## config.mk

```make
export PLATFORM = sky130hd
export DESIGN_NAME = qae_ctrl
export DESIGN_NICKNAME = d
export VERILOG_FILES = /design/src/rtl/qae_pkg.sv /design/src/rtl/qae_ctrl.sv
export SDC_FILE = /design/constraint.sdc
export NUM_CORES = 1
export LEC_CHECK = 0
export ABC_AREA = 1
export BUFFER_PORTS_ARGS = -buffer_cell sky130_fd_sc_hd__buf_4
export CAP_MARGIN = 30
export CORE_MARGIN = 2
export CORE_UTILIZATION = 40
export DETAILED_ROUTE_END_ITERATION = 6
export PLACE_DENSITY_LB_ADDON = 0.2
export SYNTH_ARGS = -nofsm -noshare
export SYNTH_HDL_FRONTEND = slang
export SYNTH_SLANG_ARGS = --single-unit
```

## constraint.sdc

```tcl
create_clock -name clk_i -period 2.59 [get_ports clk_i]
set_input_delay 0.777 -clock clk_i [delete_from_list [all_inputs] [get_ports clk_i]]
set_output_delay 0.777 -clock clk_i [all_outputs]
set_load 0.02 [all_outputs]
```

## src/rtl/qae_pkg.sv

```systemverilog
`timescale 1ns / 1ps
package qae_pkg;

  localparam int FRAC_BITS    = 16;
  localparam int CORDIC_STEPS = 16;
  localparam int DIV_BITS     = 31;
  localparam int DIV_PRESHIFT = 31 - FRAC_BITS;

  localparam logic signed [31:0] CORDIC_GAIN = 32'sd652032874;
  localparam logic signed [31:0] GRAVITY =
    32'(((64'd981 << FRAC_BITS) + 64'd50) / 64'd100);

  localparam logic [30:0] MASS_RESET  = 31'd65536;
  localparam logic [30:0] INERT_RESET = 31'd65536;
  localparam logic [30:0] ARM_RESET   = 31'd16384;

  typedef enum logic [3:0] {
    ST_IDLE, ST_CINIT, ST_CSTEP, ST_CFIX, ST_MUL_A, ST_MUL_W,
    ST_DIV_INIT, ST_DIV_STEP, ST_DIV_END, ST_DONE
  } state_e;

  typedef enum logic [3:0] {
    CMD_NONE, CMD_LOAD, CMD_CINIT, CMD_CSTEP, CMD_CFIX, CMD_MUL_A, CMD_MUL_W,
    CMD_DIV_INIT, CMD_DIV_STEP, CMD_DIV_END, CMD_OUT
  } cmd_e;

  typedef enum logic [4:0] {
    MOP_T1, MOP_T2, MOP_T3, MOP_T4, MOP_T5, MOP_T6, MOP_T7,
    MOP_PA, MOP_PB, MOP_PC, MOP_PD, MOP_PE,
    MOP_RA, MOP_RB, MOP_RC, MOP_RD, MOP_RE,
    MOP_YA, MOP_YB,
    MOP_OX, MOP_OY, MOP_OZ
  } mul_op_e;

  typedef enum logic [1:0] {DIV_Q, DIV_PITCH, DIV_ROLL, DIV_YAW} div_sel_e;

  typedef enum logic [2:0] {
    REG_MASS, REG_I1, REG_I2, REG_I3, REG_JR, REG_ARM
  } cfg_reg_e;

  typedef struct packed {
    cmd_e       cmd;
    logic [4:0] idx;
  } ctrl_cmd_t;

  function automatic logic signed [25:0] atan_lut(input logic [3:0] i);
    logic signed [25:0] r;
    case (i)
      4'd0:    r = 26'sd2097152;
      4'd1:    r = 26'sd1238021;
      4'd2:    r = 26'sd654136;
      4'd3:    r = 26'sd332050;
      4'd4:    r = 26'sd166669;
      4'd5:    r = 26'sd83416;
      4'd6:    r = 26'sd41718;
      4'd7:    r = 26'sd20860;
      4'd8:    r = 26'sd10430;
      4'd9:    r = 26'sd5215;
      4'd10:   r = 26'sd2608;
      4'd11:   r = 26'sd1304;
      4'd12:   r = 26'sd652;
      4'd13:   r = 26'sd326;
      4'd14:   r = 26'sd163;
      4'd15:   r = 26'sd81;
      default: r = 26'sd0;
    endcase
    return r;
  endfunction

  function automatic logic signed [31:0] sat32(input logic signed [67:0] v);
    logic signed [31:0] r;
    if (v > 68'sd2147483647) begin
      r = 32'sh7FFF_FFFF;
    end else if (v < -68'sd2147483648) begin
      r = 32'sh8000_0000;
    end else begin
      r = v[31:0];
    end
    return r;
  endfunction

endpackage

```

## src/rtl/qae_ctrl.sv

```systemverilog
`timescale 1ns / 1ps
module qae_ctrl (
  input  logic                clk_i,
  input  logic                rst_ni,
  input  logic                in_valid_i,
  output logic                in_stall_o,
  output logic                out_valid_o,
  input  logic                out_stall_i,
  output qae_pkg::ctrl_cmd_t  cmd_o
);

  qae_pkg::state_e   state_q, state_d;
  qae_pkg::div_sel_e dsel_q, dsel_d;
  logic [4:0]        cnt_q, cnt_d;
  logic              out_valid_q, out_valid_d;

  always_ff @(posedge clk_i or negedge rst_ni) begin
    if (!rst_ni) begin
      state_q     <= qae_pkg::ST_IDLE;
      dsel_q      <= qae_pkg::DIV_Q;
      cnt_q       <= '0;
      out_valid_q <= 1'b0;
    end else begin
      state_q     <= state_d;
      dsel_q      <= dsel_d;
      cnt_q       <= cnt_d;
      out_valid_q <= out_valid_d;
    end
  end

  always_comb begin
    state_d     = state_q;
    dsel_d      = dsel_q;
    cnt_d       = cnt_q;
    out_valid_d = out_valid_q;
    cmd_o.cmd   = qae_pkg::CMD_NONE;
    cmd_o.idx   = cnt_q;
    if (out_valid_q && !out_stall_i) begin
      out_valid_d = 1'b0;
    end
    case (state_q)
      qae_pkg::ST_IDLE: begin
        if (in_valid_i) begin
          cmd_o.cmd = qae_pkg::CMD_LOAD;
          state_d   = qae_pkg::ST_CINIT;
        end
      end
      qae_pkg::ST_CINIT: begin
        cmd_o.cmd = qae_pkg::CMD_CINIT;
        cnt_d     = '0;
        state_d   = qae_pkg::ST_CSTEP;
      end
      qae_pkg::ST_CSTEP: begin
        cmd_o.cmd = qae_pkg::CMD_CSTEP;
        if (cnt_q == 5'(qae_pkg::CORDIC_STEPS - 1)) begin
          cnt_d   = '0;
          state_d = qae_pkg::ST_CFIX;
        end else begin
          cnt_d = cnt_q + 5'd1;
        end
      end
      qae_pkg::ST_CFIX: begin
        cmd_o.cmd = qae_pkg::CMD_CFIX;
        cnt_d     = 5'(qae_pkg::MOP_T1);
        state_d   = qae_pkg::ST_MUL_A;
      end
      qae_pkg::ST_MUL_A: begin
        cmd_o.cmd = qae_pkg::CMD_MUL_A;
        state_d   = qae_pkg::ST_MUL_W;
      end
      qae_pkg::ST_MUL_W: begin
        cmd_o.cmd = qae_pkg::CMD_MUL_W;
        cnt_d     = cnt_q + 5'd1;
        state_d   = qae_pkg::ST_MUL_A;
        if (cnt_q == 5'(qae_pkg::MOP_YB)) begin
          dsel_d  = qae_pkg::DIV_Q;
          state_d = qae_pkg::ST_DIV_INIT;
        end else if (cnt_q == 5'(qae_pkg::MOP_OZ)) begin
          state_d = qae_pkg::ST_DONE;
        end
      end
      qae_pkg::ST_DIV_INIT: begin
        cmd_o.cmd = qae_pkg::CMD_DIV_INIT;
        cmd_o.idx = {3'b000, dsel_q};
        cnt_d     = '0;
        state_d   = qae_pkg::ST_DIV_STEP;
      end
      qae_pkg::ST_DIV_STEP: begin
        cmd_o.cmd = qae_pkg::CMD_DIV_STEP;
        if (cnt_q == 5'(qae_pkg::DIV_BITS - 1)) begin
          state_d = qae_pkg::ST_DIV_END;
        end else begin
          cnt_d = cnt_q + 5'd1;
        end
      end
      qae_pkg::ST_DIV_END: begin
        cmd_o.cmd = qae_pkg::CMD_DIV_END;
        cmd_o.idx = {3'b000, dsel_q};
        if (dsel_q == qae_pkg::DIV_YAW) begin
          cnt_d   = 5'(qae_pkg::MOP_OX);
          state_d = qae_pkg::ST_MUL_A;
        end else begin
          dsel_d  = qae_pkg::div_sel_e'(2'(dsel_q + 2'd1));
          state_d = qae_pkg::ST_DIV_INIT;
        end
      end
      qae_pkg::ST_DONE: begin
        if (!out_valid_q || !out_stall_i) begin
          cmd_o.cmd   = qae_pkg::CMD_OUT;
          out_valid_d = 1'b1;
          state_d     = qae_pkg::ST_IDLE;
        end
      end
      default: begin
        state_d = qae_pkg::ST_IDLE;
      end
    endcase
  end

  assign in_stall_o  = (state_q != qae_pkg::ST_IDLE);
  assign out_valid_o = out_valid_q;

endmodule

```

==> results of run 1 <==
-- registers in the layout, indices dropped and copies added (netlist names) --
name,count
state_q,4
cnt_q,5
out_valid_o,1
dsel_q,2
-- cells by family after synthesis --
| kind of cell | Yosys count | share of synthesized area [%] |
|---|---|---|
| compound gates | 13 | 7.04 |
| xor+xnor | 1 | 0.850 |
| buf+inv | 27 | 9.95 |
| fa+ha+maj | 6 | 7.28 |
| simple gates | 109 | 45.8 |
| flops | 12 | 29.1 |
-- routing by layer --
metal  vias to the layer above  track usage [%]  wire [µm]
met3                         2             3.01        122
li1                        559                -          -
met1                       466             27.8       1220
met4                         0             5.42         16
met5                         -                0          0
met2                        26             28.8       1080
-- final cells by class --
cell class / count / share of cell area [%]
multi-input cells: 129 / 52.1
flip-flops and latches: 12 / 24.9
repair buffers: 14 / 8.72
inverters: 26 / 8.10
well taps: 30 / 3.12
clock buffers: 4 / 3.01
-- power groups by stage --
stage,clock network (mW),logic [mW],registers [mW]
global placement,0,0.00773,0.191
CTS,0.156,0.00789,0.187
floorplan,0,0.000412,0.191
global route,0.167,0.00854,0.187
finish,0.154,0.00760,0.187
detailed placement,0,0.00786,0.191
-- synthesized netlist by cell type --
master,n,area share (%)
nor2_1,25,9.1
o21ai_0,8,3.9
xor2_1,1,0.85
nand2_2,2,1.2
o21ai_2,2,1.7
or2_0,1,0.61
a21oi_1,2,0.97
dfrtp_1,12,29
nand3_2,1,0.97
inv_1,23,8.4
nand4_1,5,3.0
nand3_1,8,3.9
o21ai_1,1,0.48
nand3b_1,2,1.5
nor3_1,3,1.5
ha_1,6,7.3
nor2_2,3,1.8
buf_2,1,0.48
nor2_4,1,1.1
inv_2,3,1.1
nand2_1,58,21
-- metrics by stage --
stage	cells	util (%)	hold WS [ns]	power, mW
2_1_floorplan	168	-	0.481	0.191
3_3_place_gp	211	47.6	0.506	0.199
3_5_place_dp	211	47.6	0.523	0.199
4_1_cts	215	49.1	0.329	0.351
5_1_grt	215	49.1	0.320	0.363
6_report	215	49.1	0.327	0.348
-- critical path, delay by kind of cell, from the launching register on --
kind | cells | cell delay (ns)
compound gates | 1 | 0.09
buf+inv | 1 | 0.17
flops | 1 | 0.45
simple gates | 4 | 0.61
-- worst paths after layout --
path | from | end | slack (ns) | depth (start not counted)
max | state_q[0] | cmd_o[1] | 0.22 | 6
min | rst_ni | out_valid_o | 0.33 | 1
max reg2reg | cnt_q[2] | state_q[3] | 0.92 | 11
min reg2reg | cnt_q[3] | cnt_q[3] | 0.54 | 2
max in group asynchronous | rst_ni | cnt_q[4] | 2.10 | 1
min in group clk_i | cnt_q[3] | cnt_q[3] | 0.54 | 2
==> qor.yml, run 1 <==
status: "finished, final reports clean"
remaining_drc_errors: 0
power_frac_clock_pct: 44.1
core_mm2: 0.00245
pre_cts_ws_ns: 0.457
grt_max_degree: 13
maxSlewHeadroom_pct: 82.9
p_seq_share_pct: 53.7
io_buffers: 14
vias_per_cell: 4.90
cts_buffers: 3
setup_ws_ns: 0.217
post-dp-hpwl_um: 1950
start_util_pct: 42.0
syn_area_per_cell_um2: 6.14
yosys.cell_types.count: 21
postSynthRegisterBits: 12
fin_area_mm2: 0.00120
hold_path_class: "input port to async pin"
place_area_mm2: 0.00117
maxCapViolCount: 0
p_switching_mw: 0.0727
clock_sinks: 12
netlist_area_mm2: 0.00103
drtIter0Drc: 31
pin_count: 15
yosys_warnings: 0
wl_per_cell_um: 11.4
grt_pass1_vias: 980
setup_viol: 0
crit_path_frequent_cell: "nand2_2"
multiInputGateArea_um2: 628
clockBufferDepth: 2
antenna_found_initial: 0
layout_common_cells: "nand2_1, nor2_1, inv_1"
n_fill_cell: 258
layout_commonest_cell: "nand2_1"
end_kind: "primary output"
die_w_um: 54.8
dr_total_vias: 1053
regArea_um2: 300
htree_levels: 1
root_buffer: "clkbuf_4"
crit_slowest_cell: "dfrtp_1"
cp_max_fo: 9
start_kind: "flip-flop"
netSwitchingFraction_pct: 20.9
post_cts_buffers: 0
period_needed_ns: 2.37
fmax_mhz: 421
critical_path_required_ns: 1.81
gr-usage-all-layers_pct: 19.1
post_cts_resized: 0
internal-power_mw: 0.276
clk_latency_ns: 0.27
ys_seq_area_share_pct: 29.1
finalNetCount: 196
cts_hold_buf: 0
power.leakage_nw: 0.696
slowest_delay_ns: 0.45
critPathKind: "flip-flop to primary output"
power_density_mw_per_mm2: 289
die_y_um: 54.8
critPathArrivalTime_ns: 1.60
grt_pass1_wl_um: 4110
period_share_pct: 91.6
maxSlewViolCount: 0
clock_skew_ns: 0.00583
layout-drive-gt1-share_pct: 16.2
routabilityCongestion: 0.829
path_cells: "nor2_1, nand2_2, nand2_2, nand2_1, o21ai_0, buf_4"
ant_nets: 0
die-area_mm2: 0.00300
ir_worst_vdd_uv: 196
area_growth_pct: 16.9
clkTransAtPathRegs_ns: 0.09
first_pass_iters: 4
grt_overflow: 0
synthCells: 168
setup_tns_ns: 0
tritoncts: "yes"
rsz0062_at_grt: "false"
syn_nets: 178
wl_um: 2450
diodes: 0
hold_viol_final: 0
tightest_slew_ns: 0.255
fp-row-count: 18
combPwrFrac_pct: 2.2
Power figures use the tool's default switching activity.
==> inputs of run 2 (changes only) <==
Settings changed: CORE_UTILIZATION 40 to 45, PLACE_DENSITY set to 0.7, PLACE_DENSITY_LB_ADDON 0.2 to unset.
==> run 2 against run 1 <==
  * Final area is 0.21% lower
  * Largest cell class unchanged
  * Critical path depth up 1
  * Global-route usage rose by 0.89 points
  * Combinational power grew 2%
==> qor.yml, run 2 (same netlist as run 1, synthesis figures left out) <==
status: "finished, final reports clean"
maxCapViolCount: 0
root_buffer: "clkbuf_4"
clock_sinks: 12
maxSlewViolCount: 0
ff2ff_path_depth: 11
post-route-util_pct: 54.9
n_fill_cell: 230
startpoint: "state_q[1]"
period_needed_ns: 2.31
ant_nets: 0
wl_per_cell_um: 11.4
start_kind: "flip-flop"
power.leakage_nw: 0.696
end_kind: "primary output"
regMostFlops: "cnt_q"
setup_tns_ns: 0
routabilityCongestion: 0.914
dr_total_vias: 1078
area_growth_pct: 16.6
p_total_mw: 0.345
diodes: 0
die_w_um: 51.9
fmax_mhz: 433
layout_commonest_cell: "nand2_1"
path_cells: "inv_1, nor2_1, nand2_1, nand2_2, nor3_1, o21ai_0, buf_4"
maxSlewHeadroom_pct: 83.5
r2r-end: "state_q[3]"
finalNetCount: 196
start_util_pct: 47.1
multiInputGateArea_um2: 628
clkTransAtPathRegs_ns: 0.08
critical_path_required_ns: 1.81
vias_per_cell: 5.06
die-area_mm2: 0.00269
hold_viol_final: 0
place_area_mm2: 0.00117
ir_worst_vdd_uv: 222
first_pass_iters: 5
setup_viol: 0
core_mm2: 0.00219
tritoncts: "yes"
largest_register_ffs: 5
grt_overflow: 0
hold_path_class: "input port to async pin"
htree_levels: 1
die_y_um: 51.9
slowest_delay_ns: 0.43
crit_slowest_cell: "dfrtp_1"
cts_buffers: 3
fin_area_mm2: 0.00120
rsz0062_at_grt: "false"
layout_common_cells: "nand2_1, nor2_1, inv_1"
period_share_pct: 89.1
grt_max_degree: 13
grt_pass1_wl_um: 3930
drtIter0Drc: 20
wl_um: 2430
fp-row-count: 17
clock_skew_ns: 0.00318
power_density_mw_per_mm2: 287
tightest_slew_ns: 0.247
final_cells: 213
critPathKind: "flip-flop to primary output"
post_cts_buffers: 0
clk_latency_ns: 0.27
cp_max_fo: 9
regToRegStartpoint: "cnt_q[2]"
antenna_found_initial: 0
post-dp-hpwl_um: 1950
critPathArrivalTime_ns: 1.53
dpl.cell_count: 209
clockBufferDepth: 2
layout-drive-gt1-share_pct: 16.2
gr-usage-all-layers_pct: 20.0
cts_hold_buf: 0
pin_count: 15
reg2reg_slack_ns: 0.93
remaining_drc_errors: 0
regArea_um2: 300
reg_top3: "cnt_q (5), state_q (4), dsel_q (2)"
post_cts_resized: 0
grt_pass1_vias: 944
io_buffers: 14
==> run 2: how the worst max path moves through the flow <==
| stage | slack (ns) | cells past startpoint | endpoint |
|---|---|---|---|
| 2_1_floorplan | 0.49 | 5 | cmd_o[5] |
| 3_3_place_gp | 0.53 | 5 | cmd_o[6] |
| 3_5_place_dp | 0.51 | 5 | cmd_o[6] |
| 4_1_cts | 0.28 | 7 | cmd_o[5] |
| 5_1_grt | 0.15 | 7 | cmd_o[5] |
| 6_report | 0.28 | 7 | cmd_o[5] |
==> run 2: per-layer routing <==
layer / GRT usage [%] / vias to the layer above / share of wire (%)
li1: - / 557 / -
met1: 24.2 / 479 / 44
met2: 34.2 / 34 / 49
met3: 2.59 / 8 / 4.2
met4: 10.1 / 0 / 2.7
met5: 0 / - / 0
==> run 2: where the power goes <==
group          total (mW)          switching, mW  leakage, nW  internal (mW)
registers           0.187  0.0000000000000000339        0.140          0.187
logic             0.00778                0.00475        0.535        0.00303
clock network       0.150                 0.0650       0.0210         0.0854
total               0.345                 0.0698        0.696          0.276
==> run 2: cell type report <==
| type | count | area share, % |
|---|---|---|
| inverters | 26 | 8.12 |
| well taps | 28 | 2.91 |
| clock buffers | 4 | 3.02 |
| repair buffers | 14 | 8.74 |
| multi-input cells | 129 | 52.2 |
| flip-flops and latches | 12 | 25.0 |
==> run 2: critical path, delay by kind of cell (launching register included) <==
kind	cells	cell delay, ns
simple gates	4	0.46
flops	1	0.43
buf+inv	2	0.27
compound gates	1	0.10
==> run 2: metrics by stage <==
| step | hold WS [ns] | worst slack, ns |
|---|---|---|
| 6_report | 0.335 | 0.282 |
| 5_1_grt | 0.331 | 0.148 |
| 4_1_cts | 0.327 | 0.275 |
| 3_5_place_dp | 0.509 | 0.506 |
| 3_3_place_gp | 0.508 | 0.531 |
| 2_1_floorplan | 0.481 | 0.489 |
==> inputs of run 3 (changes only) <==
Settings changed: GPL_TIMING_DRIVEN set to 0.
==> run 3 against run 2 <==
  * Combinational power is 3.2% lower
  * Via count up 2.4%
  * Global-route usage up 0.53 points
  * Register-to-register slack worse by 0.02 ns
  * Die area is the same
  * Clock power grew 3%
  * Cell count rose by 0.47%
  * First-iteration DRC count grew 150%
  * Fmax shrank 4.0%
  * Core utilization up 0.23 points
  * Critical path depth stayed put
  * Non-clock buffer count up 1
  * Largest cell class unchanged
==> qor.yml, run 3 (same netlist as run 1, synthesis figures left out) <==
io_buffers: 14
setup_tns_ns: 0
pin_count: 15
cts_buffers: 3
internal-power_mw: 0.276
core_mm2: 0.00219
end_kind: "primary output"
gr-usage-all-layers_pct: 20.5
grt_max_degree: 13
status: "finished, final reports clean"
setup_viol: 0
drtIter0Drc: 49
place_area_mm2: 0.00117
wl_per_cell_um: 11.6
clk_latency_ns: 0.28
critPathKind: "flip-flop to primary output"
fin_area_mm2: 0.00121
p_switching_mw: 0.0731
clock_skew_ns: 0.00159
period_share_pct: 92.8
area_growth_pct: 17.1
first_pass_iters: 4
period_needed_ns: 2.40
global_route.usage.met1_pct: 25.6
start_util_pct: 47.1
start_kind: "flip-flop"
dr_total_vias: 1104
clockBufferDepth: 2
grt_pass1_wl_um: 4100
fmax_mhz: 416
maxSlewViolCount: 0
tritoncts: "yes"
power_frac_clock_pct: 44.2
regToRegStartpoint: "cnt_q[2]"
post_cts_buffers: 0
die-area_mm2: 0.00269
remaining_drc_errors: 0
vias_per_cell: 5.16
power_density_mw_per_mm2: 289
antenna_found_initial: 0
combPwrFrac_pct: 2.2
power.leakage_nw: 0.698
critPathArrivalTime_ns: 1.63
largest_register_ffs: 5
regMostFlops: "cnt_q"
grt_pass1_vias: 988
post_cts_resized: 0
post-dp-hpwl_um: 1990
wl_um: 2480
p_seq_share_pct: 53.7
root_buffer: "clkbuf_4"
ant_nets: 0
die_y_um: 51.9
htree_levels: 1
ir_worst_vdd_uv: 202
cp_max_fo: 9
post-route-util_pct: 55.1
maxSlewHeadroom_pct: 84.0
netSwitchingFraction_pct: 21.0
rsz0062_at_grt: "false"
grt_overflow: 0
layout-drive-gt1-share_pct: 16.7
fp-row-count: 17
layout_common_cells: "nand2_1, nor2_1, inv_1"
whs_ns: 0.323
layout_commonest_cell: "nand2_1"
reg_top3: "cnt_q (5), state_q (4), dsel_q (2)"
cts_hold_buf: 0
tightest_slew_ns: 0.240
busiest_layer: "met2"
gr-usage-met3_pct: 2.59
startpoint: "state_q[1]"
routabilityCongestion: 0.945
die_w_um: 51.9
clock_sinks: 12
met2_usage_pct: 35.2
ff2ff_path_depth: 12
n_fill_cell: 222
hold_path_class: "input port to async pin"
clkTransAtPathRegs_ns: 0.08
critical_path_required_ns: 1.81
hold_viol_final: 0
diodes: 0
finalNetCount: 197
maxCapViolCount: 0
[run 3: stage by stage]
step	total power [mW]	setup WS, ns	instances
final	0.349	0.187	214
after detailed placement	0.199	0.493	210
after global placement	0.199	0.526	210
after floorplan	0.191	0.489	168
after global routing	0.364	0.0773	214
after CTS	0.353	0.201	214
[run 3: cell type report]
cell class	count	area (µm²)	share of cell area, %
sequential	12	300	24.9
tap	28	35.0	2.90
buffer	1	5.00	0.415
timing repair buffer	14	105	8.70
multi-input combinational	129	628	52.0
clock buffer	4	36.3	3.01
inverter	26	97.6	8.08
[run 3: final timing paths]
check	to	slack, ns
worst max-delay path	cmd_o[5]	0.19
worst min-delay path	dsel_q[1]	0.32
worst max register to register	state_q[1]	0.91
worst min register to register	out_valid_o	0.55
max in group asynchronous	cnt_q[0]	2.11
min in group clk_i	out_valid_o	0.55
[run 3: worst max-delay path, cell delays in order, from the launching register on]
cell     delay [ns]
dfrtp_1        0.43
inv_1          0.11
nor2_1         0.05
nand2_1        0.15
nand2_2        0.15
nor3_1         0.17
o21ai_0        0.12
buf_4          0.17
[run 3: power groups by stage]
stage / Clock (mW) / Combinational [mW] / Sequential [mW]
5_1_grt: 0.168 / 0.00898 / 0.187
3_3_place_gp: 0 / 0.00770 / 0.191
6_report: 0.154 / 0.00753 / 0.187
3_5_place_dp: 0 / 0.00801 / 0.191
4_1_cts: 0.158 / 0.00802 / 0.187
2_1_floorplan: 0 / 0.000412 / 0.191
[run 3: routing by layer]
metal	wire length, µm	vias up
met5	0	-
met3	125	2
met4	15	0
met2	1210	31
met1	1130	515
li1	-	556
